File: src/hdl/tpms_frame_parser_assert.svh
// assertion macros shared by the frame parser modules
`ifndef TPMS_FRAME_PARSER_ASSERT_SVH
`define TPMS_FRAME_PARSER_ASSERT_SVH
`ifndef SYNTH
// same-cycle implication, disabled during reset
`define TFP_ASSERT_IMP(label, clk, rst_n, ante, cons) \
    label: assert property (@(posedge clk) disable iff (!rst_n) (ante) |-> (cons)) \
        else $error("tpms_frame_parser: check failed");
// next-cycle implication, disabled during reset
`define TFP_ASSERT_NXT(label, clk, rst_n, ante, cons) \
    label: assert property (@(posedge clk) disable iff (!rst_n) (ante) |=> (cons)) \
        else $error("tpms_frame_parser: check failed");
`else
`define TFP_ASSERT_IMP(label, clk, rst_n, ante, cons)
`define TFP_ASSERT_NXT(label, clk, rst_n, ante, cons)
`endif
`endif

File: src/hdl/tpms_fp_pkg.sv
// types, constants and status codes of the tire sensor frame parser
package tpms_fp_pkg;

    // frame length window in bits
    localparam int FRAME_BITS    = 80;
    localparam int LENGTH_MARGIN = 16;
    localparam logic [7:0] LEN_MIN   = 8'(FRAME_BITS);
    localparam logic [7:0] LEN_LIMIT = 8'(FRAME_BITS + LENGTH_MARGIN);

    // byte store and counter
    localparam int STORE_DEPTH = 10;
    localparam logic [3:0] COUNT_MAX = 4'd15;

    // queue between classifier and decoder
    localparam int QUEUE_DEPTH = 2;
    localparam int QPTR_W      = (QUEUE_DEPTH > 1) ? $clog2(QUEUE_DEPTH) : 1;
    localparam int QCNT_W      = $clog2(QUEUE_DEPTH + 1);

    // result status codes
    localparam logic [2:0] ST_OK       = 3'd0;
    localparam logic [2:0] ST_BAD_LEN  = 3'd1;
    localparam logic [2:0] ST_BAD_PRE  = 3'd2;
    localparam logic [2:0] ST_BAD_TRL  = 3'd3;
    localparam logic [2:0] ST_BAD_CSUM = 3'd4;

    // fixed-point scaling constants, preamble byte and checksum carry flag
    localparam logic [8:0]  PRESS_MUL  = 9'd372;
    localparam logic [16:0] PRESS_OFS  = 17'd71;
    localparam logic [12:0] TEMP_MUL   = 13'd18;
    localparam logic [12:0] TEMP_OFS   = 13'd580;
    localparam logic [7:0]  PREAMBLE   = 8'hff;
    localparam logic [7:0]  CSUM_CARRY = 8'h80;

    // classified frame handed from front to back
    typedef struct packed {
        logic [2:0] status;
        logic [7:0] csum;
        logic [7:0] id_hi;
        logic [7:0] id_mid;
        logic [7:0] id_lo;
        logic [7:0] press;
        logic [7:0] temp;
        logic [7:0] flags;
    } t_frame_rec;

endpackage

File: src/hdl/tpms_fp_front.sv
// byte intake: inversion, byte store, length, preamble and trailer checks
module tpms_fp_front import tpms_fp_pkg::*; (
    input  logic       i_clk,
    input  logic       i_rst_n,
    input  logic       i_valid,
    input  logic [7:0] i_raw_byte,
    input  logic       i_last_byte,
    input  logic [3:0] i_tail_bits,
    output logic       o_stall,
    input  logic       i_full,
    output logic       o_push,
    output t_frame_rec o_rec
);
    `include "tpms_frame_parser_assert.svh"

    logic [3:0] r_count;
    logic [3:0] n_count;
    logic [7:0] r_store [STORE_DEPTH];
    logic [7:0] n_view  [STORE_DEPTH];
    logic       w_accept;
    logic [7:0] w_inv;
    logic [3:0] w_count_inc;
    logic [7:0] w_bits;

    assign o_stall  = i_full;
    assign w_accept = i_valid && !i_full;
    assign w_inv    = ~i_raw_byte;

    // saturating byte count including this byte
    assign w_count_inc = (r_count < COUNT_MAX) ? r_count + 4'd1 : r_count;

    always_comb begin
        n_count = r_count;
        if (w_accept) begin
            n_count = i_last_byte ? 4'd0 : w_count_inc;
        end
    end

    always_ff @(posedge i_clk) begin
        if (!i_rst_n) begin
            r_count <= 4'd0;
        end else begin
            r_count <= n_count;
        end
    end

    // byte store, written at the current count
    always_ff @(posedge i_clk) begin
        for (int k = 0; k < STORE_DEPTH; k++) begin
            if (w_accept && r_count == 4'(k)) begin
                r_store[k] <= w_inv;
            end
        end
    end

    // store as seen with this byte already written
    always_comb begin
        for (int k = 0; k < STORE_DEPTH; k++) begin
            n_view[k] = (r_count == 4'(k)) ? w_inv : r_store[k];
        end
    end

    // frame length in bits
    assign w_bits = {1'b0, w_count_inc - 4'd1, 3'b000} + {4'b0000, i_tail_bits};

    // classify in check order, checksum left to the back end
    always_comb begin
        o_rec.status = ST_OK;
        if (w_bits < LEN_MIN || w_bits >= LEN_LIMIT) begin
            o_rec.status = ST_BAD_LEN;
        end else if (n_view[0] != PREAMBLE || n_view[1] != PREAMBLE) begin
            o_rec.status = ST_BAD_PRE;
        end else if (n_view[9] != 8'h00) begin
            o_rec.status = ST_BAD_TRL;
        end
        o_rec.csum   = n_view[2];
        o_rec.id_hi  = n_view[3];
        o_rec.id_mid = n_view[4];
        o_rec.id_lo  = n_view[5];
        o_rec.press  = n_view[6];
        o_rec.temp   = n_view[7];
        o_rec.flags  = n_view[8];
    end

    assign o_push = w_accept && i_last_byte;

    // count restarts after the last byte of a packet
    `TFP_ASSERT_NXT(a_count_restart, i_clk, i_rst_n, o_push, r_count == 4'd0)
    // nothing is pushed while the queue is full
    `TFP_ASSERT_IMP(a_no_push_full, i_clk, i_rst_n, i_full, !o_push)

endmodule

File: src/hdl/tpms_fp_queue.sv
// short queue of classified frames between front and back
module tpms_fp_queue import tpms_fp_pkg::*; (
    input  logic       i_clk,
    input  logic       i_rst_n,
    input  logic       i_push,
    input  t_frame_rec i_rec,
    output logic       o_full,
    input  logic       i_pop,
    output logic       o_nonempty,
    output t_frame_rec o_rec
);
    `include "tpms_frame_parser_assert.svh"

    t_frame_rec        r_mem [QUEUE_DEPTH];
    logic [QPTR_W-1:0] r_wr;
    logic [QPTR_W-1:0] r_rd;
    logic [QCNT_W-1:0] r_cnt;
    logic [QCNT_W-1:0] n_cnt;

    assign o_full     = (r_cnt == QCNT_W'(QUEUE_DEPTH));
    assign o_nonempty = (r_cnt != '0);
    assign o_rec      = r_mem[r_rd];

    always_comb begin
        n_cnt = r_cnt;
        if (i_push && !i_pop) begin
            n_cnt = r_cnt + QCNT_W'(1);
        end else if (i_pop && !i_push) begin
            n_cnt = r_cnt - QCNT_W'(1);
        end
    end

    // pointers and fill count
    always_ff @(posedge i_clk) begin
        if (!i_rst_n) begin
            r_wr  <= '0;
            r_rd  <= '0;
            r_cnt <= '0;
        end else begin
            r_cnt <= n_cnt;
            if (i_push) begin
                r_wr <= (r_wr == QPTR_W'(QUEUE_DEPTH - 1)) ? '0 : r_wr + QPTR_W'(1);
            end
            if (i_pop) begin
                r_rd <= (r_rd == QPTR_W'(QUEUE_DEPTH - 1)) ? '0 : r_rd + QPTR_W'(1);
            end
        end
    end

    // entry storage
    always_ff @(posedge i_clk) begin
        if (i_push) begin
            r_mem[r_wr] <= i_rec;
        end
    end

    // pop only from a filled queue
    `TFP_ASSERT_IMP(a_pop_nonempty, i_clk, i_rst_n, i_pop, r_cnt != '0)
    // fill count stays within depth
    `TFP_ASSERT_IMP(a_cnt_range, i_clk, i_rst_n, 1'b1, r_cnt <= QCNT_W'(QUEUE_DEPTH))

endmodule

File: src/hdl/tpms_fp_back.sv
// checksum check, unit scaling and result register
module tpms_fp_back import tpms_fp_pkg::*; (
    input  logic        i_clk,
    input  logic        i_rst_n,
    input  logic        i_nonempty,
    input  t_frame_rec  i_rec,
    output logic        o_pop,
    output logic        o_valid,
    input  logic        i_stall,
    output logic [2:0]  o_status,
    output logic [23:0] o_sensor_id,
    output logic [16:0] o_pressure_fx,
    output logic [7:0]  o_temp_raw,
    output logic signed [12:0] o_temp_tenths_f,
    output logic [7:0]  o_flag_byte,
    output logic        o_low_battery,
    output logic        o_inflating,
    output logic        o_rapid_leak
);
    logic        r_valid;
    logic        w_load;
    logic [10:0] w_sum;
    logic [7:0]  w_chk;
    logic [2:0]  w_status;
    logic [16:0] w_press_prod;
    logic [16:0] w_press;
    logic [12:0] w_temp;
    logic        w_good;

    assign w_load = i_nonempty && (!r_valid || !i_stall);
    assign o_pop  = w_load;

    // checksum over bytes 3 to 8 with carry flag
    assign w_sum = {3'b000, i_rec.id_hi} + {3'b000, i_rec.id_mid} + {3'b000, i_rec.id_lo}
                 + {3'b000, i_rec.press} + {3'b000, i_rec.temp} + {3'b000, i_rec.flags};
    assign w_chk = w_sum[7:0] | ((w_sum > 11'd255) ? CSUM_CARRY : 8'h00);

    always_comb begin
        w_status = i_rec.status;
        if (i_rec.status == ST_OK && w_chk != i_rec.csum) begin
            w_status = ST_BAD_CSUM;
        end
    end
    assign w_good = (w_status == ST_OK);

    // pressure and temperature scaling
    assign w_press_prod = {9'd0, i_rec.press} * {8'd0, PRESS_MUL};
    assign w_press      = (w_press_prod > PRESS_OFS) ? w_press_prod - PRESS_OFS : 17'd0;
    assign w_temp       = {5'd0, i_rec.temp} * TEMP_MUL - TEMP_OFS;

    // output valid
    always_ff @(posedge i_clk) begin
        if (!i_rst_n) begin
            r_valid <= 1'b0;
        end else begin
            r_valid <= w_load || (r_valid && i_stall);
        end
    end

    // result fields other than status, zero on a failed frame
    always_ff @(posedge i_clk) begin
        if (w_load) begin
            o_status        <= w_status;
            o_sensor_id     <= w_good ? {i_rec.id_hi, i_rec.id_mid, i_rec.id_lo} : 24'd0;
            o_pressure_fx   <= w_good ? w_press : 17'd0;
            o_temp_raw      <= w_good ? i_rec.temp : 8'd0;
            o_temp_tenths_f <= w_good ? $signed(w_temp) : 13'sd0;
            o_flag_byte     <= w_good ? i_rec.flags : 8'd0;
            o_low_battery   <= w_good && i_rec.flags[7];
            o_inflating     <= w_good && i_rec.flags[5];
            o_rapid_leak    <= w_good && !i_rec.flags[5] && i_rec.flags[4];
        end
    end

    assign o_valid = r_valid;

endmodule

File: src/hdl/tpms_frame_parser.sv
// top level of the tire pressure sensor frame parser
// throughput: one byte per cycle while o_stall is low, frames may follow each other without gaps
// a frame record is queued when its last byte is taken, then loaded into the result register
// the result register and a two-entry frame queue let the input run while a result is stalled
// reset: synchronous active-low, clears byte count, queue pointers, queue fill count and output valid
// the byte store and result fields hold no reset value
module tpms_frame_parser import tpms_fp_pkg::*; (
    input  logic        i_clk,
    input  logic        i_rst_n,
    input  logic        i_valid,
    output logic        o_stall,
    input  logic [7:0]  i_raw_byte,
    input  logic        i_last_byte,
    input  logic [3:0]  i_tail_bits,
    output logic        o_valid,
    input  logic        i_stall,
    output logic [2:0]  o_status,
    output logic [23:0] o_sensor_id,
    output logic [16:0] o_pressure_fx,
    output logic [7:0]  o_temp_raw,
    output logic signed [12:0] o_temp_tenths_f,
    output logic [7:0]  o_flag_byte,
    output logic        o_low_battery,
    output logic        o_inflating,
    output logic        o_rapid_leak
);
    logic       w_push;
    logic       w_full;
    logic       w_pop;
    logic       w_nonempty;
    t_frame_rec w_front_rec;
    t_frame_rec w_queue_rec;

    // byte intake and frame classification
    tpms_fp_front u_front (
        .i_clk       (i_clk),
        .i_rst_n     (i_rst_n),
        .i_valid     (i_valid),
        .i_raw_byte  (i_raw_byte),
        .i_last_byte (i_last_byte),
        .i_tail_bits (i_tail_bits),
        .o_stall     (o_stall),
        .i_full      (w_full),
        .o_push      (w_push),
        .o_rec       (w_front_rec)
    );

    // frame queue
    tpms_fp_queue u_queue (
        .i_clk      (i_clk),
        .i_rst_n    (i_rst_n),
        .i_push     (w_push),
        .i_rec      (w_front_rec),
        .o_full     (w_full),
        .i_pop      (w_pop),
        .o_nonempty (w_nonempty),
        .o_rec      (w_queue_rec)
    );

    // checksum and decode
    tpms_fp_back u_back (
        .i_clk           (i_clk),
        .i_rst_n         (i_rst_n),
        .i_nonempty      (w_nonempty),
        .i_rec           (w_queue_rec),
        .o_pop           (w_pop),
        .o_valid         (o_valid),
        .i_stall         (i_stall),
        .o_status        (o_status),
        .o_sensor_id     (o_sensor_id),
        .o_pressure_fx   (o_pressure_fx),
        .o_temp_raw      (o_temp_raw),
        .o_temp_tenths_f (o_temp_tenths_f),
        .o_flag_byte     (o_flag_byte),
        .o_low_battery   (o_low_battery),
        .o_inflating     (o_inflating),
        .o_rapid_leak    (o_rapid_leak)
    );

endmodule

File: config.mk
export PLATFORM = sky130hd
export DESIGN_NAME = tpms_frame_parser
export DESIGN_NICKNAME = d
export VERILOG_FILES = /design/src/hdl/tpms_fp_pkg.sv /design/src/hdl/tpms_fp_front.sv /design/src/hdl/tpms_fp_queue.sv /design/src/hdl/tpms_fp_back.sv /design/src/hdl/tpms_frame_parser.sv
export VERILOG_INCLUDE_DIRS = /design/src /design/src/hdl
export SDC_FILE = /design/constraint.sdc
export NUM_CORES = 1
export LEC_CHECK = 0
export BUFFER_PORTS_ARGS = -buffer_cell sky130_fd_sc_hd__buf_2
export CORE_AREA = 4 4 165 167
export CTS_BUF_LIST = sky130_fd_sc_hd__clkbuf_8 sky130_fd_sc_hd__clkbuf_16
export CTS_CLUSTER_DIAMETER = 50
export DETAILED_ROUTE_END_ITERATION = 10
export DIE_AREA = 0 0 169 171
export PLACE_DENSITY = 0.73
export SLEW_MARGIN = 5
export SYNTH_ARGS = -nofsm -noshare
export SYNTH_HDL_FRONTEND = slang
export SYNTH_SLANG_ARGS = --single-unit
File: constraint.sdc
create_clock -name i_clk -period 12.3 [get_ports i_clk]
set_clock_uncertainty 0.2 [all_clocks]
set_input_delay 0.615 -clock i_clk [delete_from_list [all_inputs] [get_ports i_clk]]
set_output_delay 0.615 -clock i_clk [all_outputs]
set_load 0.01 [all_outputs]
# --- Yosys cells after proc, flatten, opt, wreduce, memory -nomap -nowiden ---
# Memory sizes are Yosys's and may differ from the RTL's. A register that Yosys moved wholly into a read port is not among the register bits.
# Index checks and enable logic that the tools add are counted.
word_totals:
  regBits: 85
  n_memories: 2
  ramBits: 198
  wordCells: 171
  inputBits: 17
  output_inout_bits: 78
memory_table:
  columns: ["memory", "depth", "word_bits", "read_ports", "rd_ports_with_merged_regs", "wr", "line", "text"]
  rows:
  - ["u_queue.r_mem", 2, 59, 1, 1, 1, "tpms_fp_queue.sv:14", "t_frame_rec r_mem [QUEUE_DEPTH];"]
  - ["u_front.r_store", 10, 8, 10, 0, 1, "tpms_fp_front.sv:18", "logic [7:0] r_store [STORE_DEPTH];"]
classes:
  bitwise_logic: 2
  magnitude_cmp: 5
  n_eq_ne: 13
  addsub: 14
  muxes: 72
  n_mul: 2
  reduce_logical: 47
ops:
  columns: ["cell", "count"]
  rows:
  - ["8-bit 2-to-1 mux", 20]
  - ["8-bit OR reduction", 9]
  - ["11-bit by 8-bit adder with 11-bit output", 4]
  - ["4-bit 2-to-1 mux", 11]
  - ["1-bit 2-to-1 mux", 35]
  - ["1-bit logical AND", 21]
  - ["17-bit by 7-bit greater-than comparator with 1-bit output (second input constant)", 1]
  - ["17-bit by 7-bit subtractor with 17-bit output (second input constant)", 1]
  - ["4-bit by 3-bit == test with 1-bit output (second input constant)", 4]
  - ["8-bit != test (second input constant)", 2]
  - ["8-bit by 7-bit multiplier with 15-bit output (second input constant)", 1]
  - ["13-bit by 10-bit subtractor with 13-bit output (second input constant)", 1]
  - ["8-bit by 4-bit multiplier with 12-bit output (second input constant)", 1]
  - ["11-bit by 8-bit greater-than comparator with 1-bit output (second input constant)", 1]
  - ["8-bit by 8-bit adder with 9-bit output", 1]
  - ["3-bit 2-to-1 mux", 3]
  - ["7-bit by 4-bit adder with 8-bit output", 1]
  - ["4-bit by 2-bit == test with 1-bit output (second input constant)", 2]
  - ["4-bit == test (second input constant)", 2]
  - ["8-bit by 7-bit greater-or-equal comparator with 1-bit output (second input constant)", 1]
  - ["8-bit by 7-bit < comparator with 1-bit output (second input constant)", 1]
  - ["8-bit != test", 1]
  - ["8-bit NOT", 1]
  - ["8-bit OR", 1]
  - ["other kinds (16)", 29]

# --- Longest topological paths before layout ---
logic_depth:
  word_depth: 16
  ltp_mapped: 28
  ltp_nobuf: 23

# --- Hierarchy ---
# From an unflattened synthesis, not the netlist that was laid out.
unflattened:
  hier_cells: 1043
  hier_area_um2: 14096.0
by_module_without_submodules:
  columns: ["module", "seq_area_each_um2", "n_inst", "area_per_inst_um2", "cells_each"]
  rows:
  - ["tpms_fp_back", 2212.1, 1, 5952.0, 528]
  - ["tpms_fp_queue", 3643.5, 1, 4521.8, 206]
  - ["tpms_fp_front", 2482.4, 1, 3622.2, 309]

# --- Least setup slack after synthesis ---
# Ideal clock, no wire load.
synth_path:
  path_kind: "register to register"
  from: "register (tool-made name)"
  to: "register u_back.o_pressure_fx[11], data pin"
  setup_ns: 0.270
  setup_slack_ns: 5.422
  synth_period_minus_slack_ns: 6.878
  t_arrival_ns: 6.408
  path_stages_with_launch: 26
  t_required_ns: 11.830
  path_buffers: 5
  cell_sequence: "dfxtp_1 buf_2 buf_4 buf_2 buf_1 mux2_2 ha_1 fa_1 a21o_1 a21oi_1 nor2b_1 o21a_1 or3_1 nand2_1 fa_1 inv_1 fa_1 fa_1 ha_1 or4_1 o211ai_1 a211oi_1 or3_1 nand4b_1 clkbuf_1 nor3_1"
synth_rtl:
  columns: ["element", "line", "text"]
  rows:
  - ["end signal, assigned", "tpms_fp_back.sv:65", "o_pressure_fx <= w_good ? w_press : 17'd0;"]
  - ["end, declared", "tpms_fp_back.sv:12", "output logic [16:0] o_pressure_fx,"]

==> out/results.txt <==
Data arrival time at the worst-slack endpoint = 6980 ps
Slew Limit Headroom = 37.3%
Unrepaired setup endpoints after global routing = false
Actual slew at the worst max-slew pin = 941 ps
Predominant post-synthesis flop cell = sky130_fd_sc_hd__edfxtp_1
Total grt overflow = 0
Core occupancy in the finished layout = 61.3%
XOR/XNOR share of the synthesized area = 2.81%
Distinct cell type count after synthesis = 66
Final number of hold-violating endpoints = 0
Yosys reg bits = 279
Total of fill cells in the finished design = 1959
Slowest stage cell on the critical path = sky130_fd_sc_hd__buf_4
Startpoint of the worst hold path = i_stall
Post-synthesis cell count = 1066
Share of flip-flops with an asynchronous set or reset after synthesis = 0%
Vias per Instance = 5.49
Post-Place Cells = 1460
Clock tree from TritonCTS = built
Area of the die = 28900 um2
Adder and majority gate portion of the synthesized area = 13.0%
Fin nets = 1295
Hold bufs inserted after CTS = 0
Number of buffers added by the clock tree synthesis step = 30
First-pass iteration count of the detailed router = 5
Hold EP = u_back.o_valid
Number of antenna violations at the first check in global routing = 0
Post-synthesis simple-gate area fraction = 9.76%
Die height = 171 um
Period minus WS final = 6920 ps
Worst path cell trace = buf_4 -> mux2_2 -> ha_1 -> nor2b_1 -> o21a_1 -> o21ai_0 -> nand2_1 -> fa_1 -> inv_1 -> fa_1 -> fa_1 -> ha_1 -> or4_1 -> o211ai_1 -> a211oi_1 -> or3_1 -> nand4b_1 -> buf_4 -> nor3_1
Family with the most delay on the worst path = adder cells
Crit path kind = reg -> reg
Max Used Layer = met4
Core box area = 25800 um2
Root buffer selected by CTS = sky130_fd_sc_hd__clkbuf_16
Horizontal die dimension = 169 um
Number of post-CTS setup repair buffers = 0
Vias in the first global route = 8197
H-tree depth = 1
Multiplexer fraction of the synthesized cell area = 4.73%
Starting Density = 54.5%
Worst path setup slack after routing = 5380 ps
Later-pin clock latency in the skew report = 560 ps
Number of setup violations in the final report = 0
Worst r2r dst = u_back.o_pressure_fx[14]
Max-capacitance violation count = 0
Worst R2R Path Depth = 19
Maximum fanout along the worst path = 70
Worst hold path class = in -> reg
Total track usage = 18.8%
Final wirelength = 27400 um
Largest family of logic cells by synthesized area = adder cells
IO Pins = 95
Post-synthesis area per instance = 13.2 um2
Max-slew violation count = 0
Share of the yosys chip area belonging to registers = 59.0%
# clock sinks = 279
Routability congestion estimate from global placement = 0.836
Relative area change from synthesis to final layout = 12.6%
Delay of the slowest cell on the worst path = 660 ps
Worst setup SP type = flop
Average routed wire per standard cell = 18.1 um
Post-place setup slack = 5350 ps
Worst path buffer plus inverter count = 3
Layout cell share with drive strength beyond 1 = 16.5%
Worst R2R Setup Slack = 5380 ps
Drt drc = 0
Detailed placer's ending HPWL = 19200 um
Final worst-path cycle share = 56.2%
Number of synthesized flops with an enable pin = 269
Count of routing violations after the opening detailed-route iteration = 613
Worst path most repeated cell = sky130_fd_sc_hd__fa_1
Type of element capturing the critical path = flop
Achievable clock frequency = 145 MHz
I/O Buffers = 89
Met2 wire length = 13300 um
WL met1 = 11800 um
Max Root-Sink Buffers = 3
N_diodes = 0
Maximum number of pins on one net before global-route repair = 74
Number of cells on the worst hold path = 3
Setup tns final = 0 ps
Post-CTS sizing = 0
Cell Area, Synth = 14000 um2
Synth Area in Compound Gates = 6.98%
Total via count after detailed routing = 8320
First-pass GRT wire length = 42900 um
Post-detailed-route count of antenna-violating nets = 0
Total number of placement rows = 59
Post-layout instance count excluding filler cells = 1516
Yosys warning count = 0
Routed wire length on met3 = 1700 um
Critical path data required time = 12360 ps
Result of the run = completed
Clk slew on worst S/H paths = 60 ps
synthesized netlist by cell type (all sizes together) (4+ instances only):
| cell type | count | area share, % |
|---|---|---|
| a211oi | 6 | 0.43 |
| ha | 80 | 7.1 |
| nand2b | 10 | 0.45 |
| clkbuf | 24 | 0.64 |
| o21ai | 81 | 2.9 |
| xor2 | 13 | 0.81 |
| nor2b | 37 | 1.7 |
| dfxtp | 10 | 1.4 |
| and3 | 4 | 0.21 |
| xnor2 | 32 | 2.0 |
| mux2i | 31 | 2.2 |
| o211ai | 6 | 0.36 |
| a21o | 9 | 0.49 |
| nand2 | 77 | 2.1 |
| nor2 | 56 | 1.5 |
| and2 | 7 | 0.33 |
| mux2 | 31 | 2.5 |
| o21a | 8 | 0.43 |
| buf | 12 | 0.50 |
| edfxtp | 269 | 58 |
| inv | 96 | 2.6 |
| nand4 | 10 | 0.45 |
| fa | 41 | 5.8 |
| nand3 | 8 | 0.32 |
| nor4 | 9 | 0.51 |
| a21oi | 27 | 0.96 |
| or3 | 9 | 0.41 |
| nor3b | 4 | 0.21 |
| nor3 | 21 | 0.83 |
layout make-up:
class	count	area, um2	area share, %
Sequential cell	279	8280	52.4
Multi-Input combinational cell	656	5250	33.2
Clock buffer	30	751	4.75
Timing Repair Buffer	94	483	3.06
Tap cell	335	419	2.65
Inverter	96	360	2.28
Clock inverter	26	260	1.65
worst register-to-register path, delay by kind of cell, from the launching register on:
kind | cells | cell delay (ps)
simple gates | 6 | 1400
flops | 1 | 530
buf+inv | 3 | 1280
compound gates | 4 | 580
fa+ha+maj | 5 | 2170
mux | 1 | 480
sequential cells by signal, indices dropped and copies added, names as in the netlist, named ones only:
name                    cells
u_front.r_count             4
u_queue.r_mem             116
u_back.o_rapid_leak         1
u_back.o_temp_raw           8
u_back.o_status             3
u_queue.r_wr                1
u_back.o_flag_byte          8
u_back.o_sensor_id         24
u_back.o_valid              1
u_front.r_store            80
u_back.o_low_battery        1
u_back.o_inflating          1
u_queue.r_cnt               2
u_queue.r_rd                1
u_back.o_temp_tenths_f     11
u_back.o_pressure_fx       16
layout by cell type (no fill, tap or decap), types with 6 or more instances in the layout:
master / n
sky130_fd_sc_hd__nand4_1: 10
sky130_fd_sc_hd__nand2_1: 77
sky130_fd_sc_hd__or3_1: 8
sky130_fd_sc_hd__nor2b_1: 36
sky130_fd_sc_hd__clkinv_2: 6
sky130_fd_sc_hd__o21ai_0: 81
sky130_fd_sc_hd__clkinv_1: 6
sky130_fd_sc_hd__fa_1: 41
sky130_fd_sc_hd__a21o_1: 8
sky130_fd_sc_hd__buf_2: 89
sky130_fd_sc_hd__ha_1: 80
sky130_fd_sc_hd__mux2i_1: 31
sky130_fd_sc_hd__xnor2_1: 32
sky130_fd_sc_hd__mux2_2: 30
sky130_fd_sc_hd__nor3_1: 20
sky130_fd_sc_hd__xor2_1: 13
sky130_fd_sc_hd__nand3_1: 7
sky130_fd_sc_hd__a21oi_1: 27
sky130_fd_sc_hd__nand2b_1: 10
sky130_fd_sc_hd__nor2_1: 55
sky130_fd_sc_hd__o21a_1: 8
sky130_fd_sc_hd__nor4_1: 8
sky130_fd_sc_hd__inv_1: 97
sky130_fd_sc_hd__and2_1: 6
sky130_fd_sc_hd__edfxtp_1: 269
sky130_fd_sc_hd__dfxtp_1: 9
sky130_fd_sc_hd__clkbuf_16: 30
routing by layer:
| layer | GRT usage (%) | vias up |
|---|---|---|
| met5 | 0 | - |
| li1 | - | 4003 |
| met3 | 2.54 | 41 |
| met2 | 32.0 | 230 |
| met1 | 25.7 | 4046 |
| met4 | 5.22 | 0 |
cell families (layout without fill, tap and decap cells):
kind of cell             Yosys count  after routing
AO/OA/AOI/OAI                    160            160
AND/OR/NAND/NOR                  266            266
multiplexers                      62             62
other                              1              2
flip-flops                       279            279
buffers and inverters            132            246
XOR/XNOR                          45             45
adder cells (fa/ha/maj)          121            121
metrics by stage:
stage | hold WS, ps | cell area [um2]
finish | 136 | 15800
global placement | 296 | 14800
floorplan | 287 | 14000
CTS | 118 | 15800
detailed placement | 294 | 14800
global route | 147 | 15800
worst max path at each step:
stage | start | to | slack (ps) | depth (start not counted)
6_report | flop | u_back.o_pressure_fx[14] | 5380 | 19
3_3_place_gp | flop | u_back.o_pressure_fx[14] | 5410 | 19
3_5_place_dp | flop | u_back.o_pressure_fx[14] | 5350 | 19
2_1_floorplan | flop | u_back.o_pressure_fx[11] | 5420 | 25
5_1_grt | flop | u_back.o_pressure_fx[14] | 5000 | 20
4_1_cts | flop | u_back.o_pressure_fx[14] | 5320 | 19
Power is left out: the tool's default activity adds up to more than one toggle a clock period on the data nets, which glitch-free logic cannot reach.
